<file path="src/i2cm_pkg.sv">
// Shared types and constants for the I2C master bit sequencer.
`default_nettype none
package i2cm_pkg;

	// Bits shifted per byte command
	localparam logic [3:0] BITS_PER_BYTE = 4'd8;

	// Item kinds, also used as the active command code (tick doubles as idle)
	localparam logic [2:0] KIND_TICK  = 3'd0;
	localparam logic [2:0] KIND_START = 3'd1;
	localparam logic [2:0] KIND_STOP  = 3'd2;
	localparam logic [2:0] KIND_WRITE = 3'd3;
	localparam logic [2:0] KIND_READ  = 3'd4;
	localparam logic [2:0] KIND_SACK  = 3'd5;
	localparam logic [2:0] KIND_RACK  = 3'd6;
	localparam logic [2:0] CMD_IDLE   = 3'd0;

	// Sequencer state carried from item to item
	typedef struct packed {
		logic       scl;
		logic       sda;
		logic [2:0] cmd;
		logic [3:0] phase;
		logic [3:0] bits;
		logic [7:0] shift;
		logic [7:0] hold;
		logic       ack;
		logic [7:0] rx;
	} seq_state_t;

	// One input item
	typedef struct packed {
		logic [2:0] kind;
		logic [7:0] tx_byte;
		logic       ack_level;
		logic       sda_in;
	} cmd_item_t;

	// One result item
	typedef struct packed {
		logic       scl_level;
		logic       sda_level;
		logic       busy_res;
		logic       done_res;
		logic [7:0] rx_byte;
		logic       ack_seen;
		logic       rejected;
	} res_item_t;

endpackage
`default_nettype wire

</file>
<file path="src/i2cm_if.sv">
// Valid/ready channel interfaces for commands and results.
`default_nettype none
interface i2cm_cmd_if;
	logic       valid;
	logic       ready;
	logic [2:0] kind;
	logic [7:0] tx_byte;
	logic       ack_level;
	logic       sda_in;

	modport source (output valid, kind, tx_byte, ack_level, sda_in, input ready);
	modport sink (input valid, kind, tx_byte, ack_level, sda_in, output ready);
endinterface

interface i2cm_res_if;
	logic       valid;
	logic       ready;
	logic       scl_level;
	logic       sda_level;
	logic       busy_res;
	logic       done_res;
	logic [7:0] rx_byte;
	logic       ack_seen;
	logic       rejected;

	modport source (output valid, scl_level, sda_level, busy_res, done_res, rx_byte,
		ack_seen, rejected, input ready);
	modport sink (input valid, scl_level, sda_level, busy_res, done_res, rx_byte,
		ack_seen, rejected, output ready);
endinterface
`default_nettype wire

</file>
<file path="src/i2cm_step.sv">
// Next-state and result logic for one item of the I2C bit sequencer.
`default_nettype none
module i2cm_step (
	input  var i2cm_pkg::seq_state_t st,
	input  var i2cm_pkg::cmd_item_t  item,
	input  var logic [7:0]           phase_ticks,
	output i2cm_pkg::seq_state_t     nx,
	output i2cm_pkg::res_item_t      res
);

	// Pin levels for the phase the state now points at
	function automatic i2cm_pkg::seq_state_t drive_phase(input i2cm_pkg::seq_state_t s);
		i2cm_pkg::seq_state_t r;
		r = s;
		case (s.cmd)
			i2cm_pkg::KIND_START: begin
				if (s.phase == 4'd0) begin
					r.scl = 1'b1;
					r.sda = 1'b1;
				end else begin
					r.sda = 1'b0;
				end
			end
			i2cm_pkg::KIND_STOP: begin
				if (s.phase == 4'd0) begin
					r.scl = 1'b0;
					r.sda = 1'b0;
				end else if (s.phase == 4'd1) begin
					r.scl = 1'b1;
				end else begin
					r.sda = 1'b1;
				end
			end
			i2cm_pkg::KIND_RACK: begin
				if (s.phase == 4'd0) begin
					r.scl = 1'b0;
					r.sda = 1'b1;
				end else if (s.phase == 4'd1) begin
					r.scl = 1'b1;
				end else begin
					r.scl = 1'b0;
				end
			end
			i2cm_pkg::KIND_SACK: begin
				if (s.phase == 4'd0) begin
					r.scl = 1'b0;
					r.sda = s.shift[0];
				end else if (s.phase == 4'd1) begin
					r.scl = 1'b1;
				end else begin
					r.scl = 1'b0;
					r.sda = 1'b1;
				end
			end
			i2cm_pkg::KIND_WRITE: begin
				if (s.bits >= i2cm_pkg::BITS_PER_BYTE) begin
					r.scl = 1'b0;
					r.sda = 1'b1;
				end else if (s.phase == 4'd0) begin
					r.scl = 1'b0;
					r.sda = s.shift[7];
				end else begin
					r.scl = 1'b1;
				end
			end
			i2cm_pkg::KIND_READ: begin
				if (s.phase == 4'd0) begin
					r.sda = 1'b1;
				end else if (s.phase == 4'd1) begin
					r.scl = 1'b0;
				end else begin
					r.scl = 1'b1;
				end
			end
			default: ;
		endcase
		return r;
	endfunction

	// Close the current phase; fin marks the end of the command
	function automatic i2cm_pkg::seq_state_t finish_phase(input i2cm_pkg::seq_state_t s,
		input logic sda, output logic fin);
		i2cm_pkg::seq_state_t r;
		r   = s;
		fin = 1'b0;
		case (s.cmd)
			i2cm_pkg::KIND_START: begin
				if (s.phase >= 4'd1) fin = 1'b1;
				else r.phase = s.phase + 4'd1;
			end
			i2cm_pkg::KIND_STOP, i2cm_pkg::KIND_SACK, i2cm_pkg::KIND_RACK: begin
				if (s.cmd == i2cm_pkg::KIND_RACK && s.phase == 4'd1) r.ack = sda;
				if (s.phase >= 4'd2) fin = 1'b1;
				else r.phase = s.phase + 4'd1;
			end
			i2cm_pkg::KIND_WRITE: begin
				if (s.bits >= i2cm_pkg::BITS_PER_BYTE) begin
					fin = 1'b1;
				end else if (s.phase == 4'd0) begin
					r.phase = 4'd1;
				end else begin
					r.shift = {s.shift[6:0], 1'b0};
					r.bits  = s.bits + 4'd1;
					r.phase = 4'd0;
				end
			end
			i2cm_pkg::KIND_READ: begin
				if (s.phase >= 4'd2) begin
					r.shift = {s.shift[6:0], sda};
					r.bits  = s.bits + 4'd1;
					if (r.bits >= i2cm_pkg::BITS_PER_BYTE) begin
						r.rx = r.shift;
						fin  = 1'b1;
					end else begin
						r.phase = 4'd1;
					end
				end else begin
					r.phase = s.phase + 4'd1;
				end
			end
			default: fin = 1'b1;
		endcase
		return r;
	endfunction

	logic       done;
	logic       rej;
	logic       fin;
	logic [8:0] hold_next;
	logic [8:0] limit;

	// Command launch or tick advance
	always_comb begin
		nx        = st;
		done      = 1'b0;
		rej       = 1'b0;
		fin       = 1'b0;
		hold_next = {1'b0, st.hold} + 9'd1;
		limit     = (phase_ticks == 8'd0) ? 9'd1 : {1'b0, phase_ticks};
		if (item.kind inside {[i2cm_pkg::KIND_START:i2cm_pkg::KIND_RACK]}) begin
			if (st.cmd != i2cm_pkg::CMD_IDLE) begin
				rej = 1'b1;
			end else begin
				nx.cmd   = item.kind;
				nx.phase = 4'd0;
				nx.bits  = 4'd0;
				nx.hold  = 8'd0;
				case (item.kind)
					i2cm_pkg::KIND_WRITE: nx.shift = item.tx_byte;
					i2cm_pkg::KIND_SACK:  nx.shift = {7'd0, item.ack_level};
					i2cm_pkg::KIND_READ:  nx.shift = 8'd0;
					default: ;
				endcase
				nx = drive_phase(nx);
			end
		end else if (st.cmd != i2cm_pkg::CMD_IDLE) begin
			if (hold_next >= limit) begin
				nx.hold = 8'd0;
				nx = finish_phase(nx, item.sda_in, fin);
				if (fin) begin
					nx.cmd   = i2cm_pkg::CMD_IDLE;
					nx.phase = 4'd0;
					nx.bits  = 4'd0;
					done     = 1'b1;
				end else begin
					nx = drive_phase(nx);
				end
			end else begin
				nx.hold = hold_next[7:0];
			end
		end
	end

	// Result fields follow the updated state
	always_comb begin
		res.scl_level = nx.scl;
		res.sda_level = nx.sda;
		res.busy_res  = (nx.cmd != i2cm_pkg::CMD_IDLE);
		res.done_res  = done;
		res.rx_byte   = nx.rx;
		res.ack_seen  = nx.ack;
		res.rejected  = rej;
	end

endmodule
`default_nettype wire

</file>
<file path="src/i2c_master_bit_sequencer.sv">
// Top level of the byte-level I2C master bit sequencer.
//
// Usage: items arrive on cmd_ch (valid/ready); each is a tick (kind 0 or 7) or one
// of start, stop, write byte, read byte, send ack, read ack. Every accepted item
// produces exactly one transaction on res_ch with the driven SCL/SDA levels,
// busy, a done pulse, the last received byte, the last sampled ack and a flag
// for a command that arrived while busy (ignored).
// Each pin phase is held for phase_ticks ticks (reset value 1, zero acts as one),
// set through cfg_we/cfg_wdata; the user must set it only while the sequencer is
// idle, as nothing in the block itself enforces this.
// Each item is captured in the input register, evaluated combinationally, and its
// result captured in the result register, which drives res_ch.
// Throughput: one item per cycle while res_ch takes results; the state update
// between the two registers is combinational.
// When res_ch stalls, the result register holds; an empty input register still
// takes one more item, then cmd_ch.ready drops until the result is taken.
// Reset (arst_n low) releases both lines (SCL and SDA high), returns to idle,
// clears the received byte and ack, and sets phase_ticks to 1.
`default_nettype none
module i2c_master_bit_sequencer (
	input  var logic       clk,
	input  var logic       arst_n,
	i2cm_cmd_if.sink       cmd_ch,
	i2cm_res_if.source     res_ch,
	input  var logic       cfg_we,
	input  var logic [7:0] cfg_wdata
);

	logic                  valid_s1;
	i2cm_pkg::cmd_item_t   item_s1;
	logic                  out_valid_q;
	i2cm_pkg::res_item_t   res_q;
	i2cm_pkg::seq_state_t  state_q;
	i2cm_pkg::seq_state_t  state_nx;
	i2cm_pkg::res_item_t   res_nx;
	logic [7:0]            phase_ticks_q;
	logic                  advance;
	logic                  fire_s1;

	// Pipeline flow control
	assign advance      = !out_valid_q || res_ch.ready;
	assign fire_s1      = valid_s1 && advance;
	assign cmd_ch.ready = !valid_s1 || advance;

	// Configuration register
	always_ff @(posedge clk or negedge arst_n) begin
		if (!arst_n) begin
			phase_ticks_q <= 8'd1;
		end else if (cfg_we) begin
			phase_ticks_q <= cfg_wdata;
		end
	end

	// Input register
	always_ff @(posedge clk or negedge arst_n) begin
		if (!arst_n) begin
			valid_s1 <= 1'b0;
		end else if (cmd_ch.ready) begin
			valid_s1 <= cmd_ch.valid;
		end
	end

	always_ff @(posedge clk) begin
		if (cmd_ch.ready && cmd_ch.valid) begin
			item_s1.kind      <= cmd_ch.kind;
			item_s1.tx_byte   <= cmd_ch.tx_byte;
			item_s1.ack_level <= cmd_ch.ack_level;
			item_s1.sda_in    <= cmd_ch.sda_in;
		end
	end

	// Item evaluation
	i2cm_step u_step (
		.st          (state_q),
		.item        (item_s1),
		.phase_ticks (phase_ticks_q),
		.nx          (state_nx),
		.res         (res_nx)
	);

	// Sequencer state, updated once per evaluated item
	always_ff @(posedge clk or negedge arst_n) begin
		if (!arst_n) begin
			state_q.scl   <= 1'b1;
			state_q.sda   <= 1'b1;
			state_q.cmd   <= i2cm_pkg::CMD_IDLE;
			state_q.phase <= 4'd0;
			state_q.bits  <= 4'd0;
			state_q.shift <= 8'd0;
			state_q.hold  <= 8'd0;
			state_q.ack   <= 1'b0;
			state_q.rx    <= 8'd0;
		end else if (fire_s1) begin
			state_q <= state_nx;
		end
	end

	// Result register
	always_ff @(posedge clk or negedge arst_n) begin
		if (!arst_n) begin
			out_valid_q <= 1'b0;
		end else if (advance) begin
			out_valid_q <= valid_s1;
		end
	end

	always_ff @(posedge clk) begin
		if (fire_s1) begin
			res_q <= res_nx;
		end
	end

	assign res_ch.valid     = out_valid_q;
	assign res_ch.scl_level = res_q.scl_level;
	assign res_ch.sda_level = res_q.sda_level;
	assign res_ch.busy_res  = res_q.busy_res;
	assign res_ch.done_res  = res_q.done_res;
	assign res_ch.rx_byte   = res_q.rx_byte;
	assign res_ch.ack_seen  = res_q.ack_seen;
	assign res_ch.rejected  = res_q.rejected;

endmodule
`default_nettype wire

</file>
<file path="src/flat_wrapper.sv">
// flat-port wrapper written by rule: the top's interface ports become plain ports
module i2c_master_bit_sequencer_flat 
  (clk, arst_n, cfg_we, cfg_wdata, cmd_ch_valid, cmd_ch_kind, cmd_ch_tx_byte, cmd_ch_ack_level, cmd_ch_sda_in, cmd_ch_ready, res_ch_valid, res_ch_scl_level, res_ch_sda_level, res_ch_busy_res, res_ch_done_res, res_ch_rx_byte, res_ch_ack_seen, res_ch_rejected, res_ch_ready);
  i2cm_cmd_if cmd_ch_i ();
  i2cm_res_if res_ch_i ();
  input  var logic clk;
  input  var logic arst_n;
  input  var logic cfg_we;
  input  var logic [7:0] cfg_wdata;
  input wire logic [$bits(cmd_ch_i.valid)-1:0] cmd_ch_valid;
  input wire logic [$bits(cmd_ch_i.kind)-1:0] cmd_ch_kind;
  input wire logic [$bits(cmd_ch_i.tx_byte)-1:0] cmd_ch_tx_byte;
  input wire logic [$bits(cmd_ch_i.ack_level)-1:0] cmd_ch_ack_level;
  input wire logic [$bits(cmd_ch_i.sda_in)-1:0] cmd_ch_sda_in;
  output wire logic [$bits(cmd_ch_i.ready)-1:0] cmd_ch_ready;
  output wire logic [$bits(res_ch_i.valid)-1:0] res_ch_valid;
  output wire logic [$bits(res_ch_i.scl_level)-1:0] res_ch_scl_level;
  output wire logic [$bits(res_ch_i.sda_level)-1:0] res_ch_sda_level;
  output wire logic [$bits(res_ch_i.busy_res)-1:0] res_ch_busy_res;
  output wire logic [$bits(res_ch_i.done_res)-1:0] res_ch_done_res;
  output wire logic [$bits(res_ch_i.rx_byte)-1:0] res_ch_rx_byte;
  output wire logic [$bits(res_ch_i.ack_seen)-1:0] res_ch_ack_seen;
  output wire logic [$bits(res_ch_i.rejected)-1:0] res_ch_rejected;
  input wire logic [$bits(res_ch_i.ready)-1:0] res_ch_ready;
  assign cmd_ch_i.valid = cmd_ch_valid;
  assign cmd_ch_i.kind = cmd_ch_kind;
  assign cmd_ch_i.tx_byte = cmd_ch_tx_byte;
  assign cmd_ch_i.ack_level = cmd_ch_ack_level;
  assign cmd_ch_i.sda_in = cmd_ch_sda_in;
  assign cmd_ch_ready = cmd_ch_i.ready;
  assign res_ch_valid = res_ch_i.valid;
  assign res_ch_scl_level = res_ch_i.scl_level;
  assign res_ch_sda_level = res_ch_i.sda_level;
  assign res_ch_busy_res = res_ch_i.busy_res;
  assign res_ch_done_res = res_ch_i.done_res;
  assign res_ch_rx_byte = res_ch_i.rx_byte;
  assign res_ch_ack_seen = res_ch_i.ack_seen;
  assign res_ch_rejected = res_ch_i.rejected;
  assign res_ch_i.ready = res_ch_ready;
  i2c_master_bit_sequencer u_core (.clk(clk), .arst_n(arst_n), .cmd_ch(cmd_ch_i), .res_ch(res_ch_i), .cfg_we(cfg_we), .cfg_wdata(cfg_wdata));
endmodule
</file>
<file path="config.mk">
export PLATFORM = sky130hd
export DESIGN_NAME = i2c_master_bit_sequencer_flat
export DESIGN_NICKNAME = d
export VERILOG_FILES = /design/src/i2cm_pkg.sv /design/src/i2cm_if.sv /design/src/i2cm_step.sv /design/src/i2c_master_bit_sequencer.sv /design/src/flat_wrapper.sv
export SDC_FILE = /design/constraint.sdc
export NUM_CORES = 1
export LEC_CHECK = 0
export BUFFER_PORTS_ARGS = -buffer_cell sky130_fd_sc_hd__buf_4
export CORE_MARGIN = 2
export CORE_UTILIZATION = 40
export DETAILED_ROUTE_END_ITERATION = 8
export GPL_ROUTABILITY_DRIVEN = 0
export GPL_TIMING_DRIVEN = 1
export PLACE_DENSITY = 0.61
export SETUP_SLACK_MARGIN = 0.5
export SKIP_CTS_REPAIR_TIMING = 1
export SLEW_MARGIN = 15
export SYNTH_ARGS = -nofsm -noshare
export SYNTH_HDL_FRONTEND = slang
export SYNTH_SLANG_ARGS = --single-unit
</file>
<file path="constraint.sdc">
create_clock -name clk -period 3.05 [get_ports clk]
set_clock_uncertainty 0.05 [all_clocks]
set_input_delay 0.1525 -clock clk [delete_from_list [all_inputs] [get_ports clk]]
set_output_delay 0.1525 -clock clk [all_outputs]
set_load 0.01 [all_outputs]
</file>
==> results.txt <==
----------------------------------------------------
[Final layout]
  Layout cells sized above 1 ... 31.07%
  Final design instance area without fill ... 5537 um^2
  Core utilization of the finished layout ... 53.87%
  ANT cells ... 0
  Most frequent cells in the layout ... 80 x sky130_fd_sc_hd__buf_4, 45 x sky130_fd_sc_hd__dfrtp_1, 33 x sky130_fd_sc_hd__nand2_1, 29 x sky130_fd_sc_hd__o21ai_0, 27 x sky130_fd_sc_hd__edfxtp_1
  Count of filler cells inserted in the layout ... 924
  Most common library cell in the layout ignoring fill and taps ... sky130_fd_sc_hd__buf_4
  Layout Area Growth over Synthesis ... 31.77%
  Fin cells ... 651
  Net count, final ... 553

[Global route]
  Leftover overflow at the end of global routing ... 0
  Pin count of the biggest net entering global routing ... 49
  GRT Util Overall ... 18.59%
  First-pass GRT wire length ... 16,540 um
  Initial antenna violation count ... 0
  Number of global-route vias before repair ... 3,328

[Synth]
  Sequential area share after synthesis ... 47.97%
  Commonest register cell after synthesis ... sky130_fd_sc_hd__dfrtp_1
  Count of state elements after synthesis ... 75
  Avg Inst Size Synth ... 10.30 um^2
  Share of synthesized registers carrying an async set or reset ... 64.00%
  Net count after synthesis ... 451
  Number of enable flip-flop cells after synthesis ... 27
  Mapped Cells ... 408
  Number of warnings reported in the yosys synthesis log ... 0
  Syn Std Cell Area ... 4202 um^2
  Number of distinct library cells after synthesis ... 70

[Clocking]
  Number of CTS-inserted buffers ... 9
  Number of H-tree levels ... 3
  Clock input transition at the sequential cells of the worst setup and hold paths ... 90 ps
  Maximum buffer depth of the clock tree ... 2
  Cell at the root of the clock tree ... sky130_fd_sc_hd__clkbuf_8
  Sink Count ... 75
  Clock insertion delay at the later pin of the skew report ... 360 ps
  CTS tree ... built

[Placement]
  Cell count after placement ... 605
  # port buffers ... 41
  Half-perimeter wire length after detailed placement ... 7366 um
  Setup Slack @ Placement ... -27.44 ps
  Placed inst area ... 4970 um^2

[Timing]
  Count of final max-slew check failures ... 0
  Upper clock frequency limit ... 323.8 MHz
  Worst slew slack as a fraction of its limit ... 51.02%
  Final worst path period need ... 3088 ps
  Setup TNS Final ... -236.8 ps
  Setup-failing EPs final ... 9
  Unrepaired setup endpoints after global routing ... yes
  WHS ... 13.51 ps
  Number of hold-slack violations in the final timing report ... 0
  Final period utilization ... 101.3%
  Slew @ Worst Pin ... 729.0 ps
  Setup slack of the critical path after layout ... -38.47 ps

[Detailed routing]
  Via/cell ratio ... 5.461
  DR WL/cell ... 16.02 um
  Vias ... 3,555
  Wire length reported by the detailed router ... 10,430 um
  Count of unresolved DRC violations after routing ... 0
  1st-pass router iterations ... 4
  Antenna-violating nets left ... 0
  Detailed Route Iter0 Violations ... 173

[Worst setup path]
  Critical path's slowest cell ... sky130_fd_sc_hd__dfrtp_1
  Delay of the slowest critical-path stage ... 420 ps
  Top fanout value on the critical path ... 7
  Capturing element type of the critical path ... register
  Critical Path, Cell by Cell ... nand3_2 -> nor2_2 -> xor2_1 -> ha_1 -> a21bo_2 -> a21o_1 -> a221o_1 -> a21oi_4 -> nor3_4 -> nand2_4 -> buf_12 -> mux2_4
  Endpoint arrival time on the critical path ... 3150 ps
  WP buf/inv ... 1
  Top cell family by delay on the critical path ... compound AO/OA/AOI/OAI gates
  Critical path class ... reg -> reg
  Required time of the worst setup path ... 3110 ps
  Element type at the critical path start ... register

[Die]
  DIE AREA ... 11,340 um^2
  Placeable core region ... 10,280 um^2
  I/O pins ... 42
  Floorplan die width ... 106.5 um
  Height of the die ... 106.5 um
  Effective utilization at floorplan ... 40.88%
  Number of core rows ... 37

[Flow run]
  MaxCap Viol Count ... 0

[Status]
  Status ... complete, but fails checks
  Failing checks ... negative setup slack

[Worst hold path]
  Kind of path behind the tightest hold check ... in -> reg

[Power]
  Static Leak ... 2.425 nW
  Total design power ... 3.229 mW
  Largest voltage drop on the vdd net ... 0.2911 mV
  P per Cell Area ... 583.2 nW/um^2

----------------------------------------------------
## worst register-to-register path, delay by kind of cell (launching register included)
kind / cells / cell delay [ps]
xor+xnor: 1 / 210
buf+inv: 1 / 140
mux: 1 / 300
fa+ha+maj: 1 / 290
simple gates: 4 / 480
compound gates: 4 / 960
flops: 1 / 420
## synth_stat cells, drive strengths merged, types with 4 or more instances
cell / n / share of area (%)
nand2: 39 / 3.5
a31oi: 5 / 0.74
a41oi: 4 / 0.83
clkbuf: 10 / 0.89
o211ai: 4 / 0.71
dfrtp: 45 / 27
inv: 21 / 1.9
buf: 4 / 0.68
nand3: 12 / 1.4
nand2b: 7 / 1.0
a21oi: 12 / 1.5
edfxtp: 27 / 19
mux2: 20 / 5.4
a21o: 4 / 0.71
nor2b: 6 / 0.89
and2: 4 / 0.60
nor3: 10 / 1.3
o22ai: 7 / 1.0
nor2: 28 / 2.7
a22o: 12 / 2.5
a22oi: 9 / 1.6
a21boi: 4 / 0.71
xor2: 4 / 0.83
or3: 4 / 0.71
o21ai: 33 / 3.9
ha: 17 / 5.1
mux2i: 4 / 0.95
## final timing paths
check                                   startpoint                        to  slack, ps  cells past startpoint
worst max-delay path            u_core.state_q[12]  u_core.res_ch.rx_byte[6]        -40                     12
worst min-delay path                  res_ch_ready       u_core.res_ch.valid         10                      3
worst max register to register  u_core.state_q[12]  u_core.res_ch.rx_byte[6]        -40                     12
worst min register to register  u_core.state_q[27]        u_core.state_q[27]        440                      1
max in group asynchronous                   arst_n         u_core.state_q[0]       2210                      2
min in group asynchronous                   arst_n        u_core.state_q[34]        320                      2
## layer usage
metal  global-route usage [%]  routed length [um]  vias to the layer above  share of wire [%]
met2                    30.31                4997                       90                 48
met1                    24.38                4828                     1732                 46
li1                         -                   -                     1722                  -
met3                    3.679                 452                       11                4.3
met4                    7.328                 152                        0                1.5
met5                        0                   0                        -                  0
## area by class of cell
class	count	area (um^2)	area share [%]
Multi-Input combinational cell	298	2218	40.07
Sequential cell	75	2016	36.41
Timing Repair Buffer	105	862.1	15.57
Tap cell	136	170.2	3.073
Clock buffer	9	123.9	2.237
Inverter	21	78.83	1.424
Clock inverter	7	67.56	1.220
## logic make-up (layout without fill, tap and decap cells)
logic type	Yosys count	after routing	share of synthesized area (%)
buf+inv	35	142	3.454
mux	24	24	6.313
flops	75	75	47.98
compound gates	116	116	19.06
xor+xnor	7	7	1.459
simple gates	134	134	16.68
fa+ha+maj	17	17	5.062
## sequential cells by signal (all words and copies together) (netlist names)
signal,flops
u_core.item_s1,13
u_core.phase_ticks_q,8
u_core.res_ch.ack_seen,1
u_core.res_ch.busy_res,1
u_core.res_ch.done_res,1
u_core.res_ch.rejected,1
u_core.res_ch.rx_byte,8
u_core.res_ch.scl_level,1
u_core.res_ch.sda_level,1
u_core.res_ch.valid,1
u_core.state_q,38
u_core.valid_s1,1
## power breakdown
group          switching (mW)  total (mW)  internal (mW)
registers               0.127        1.27           1.14
logic                   0.648        1.22          0.569
clock network           0.430       0.744          0.315
(Power assumes the default switching activity.)
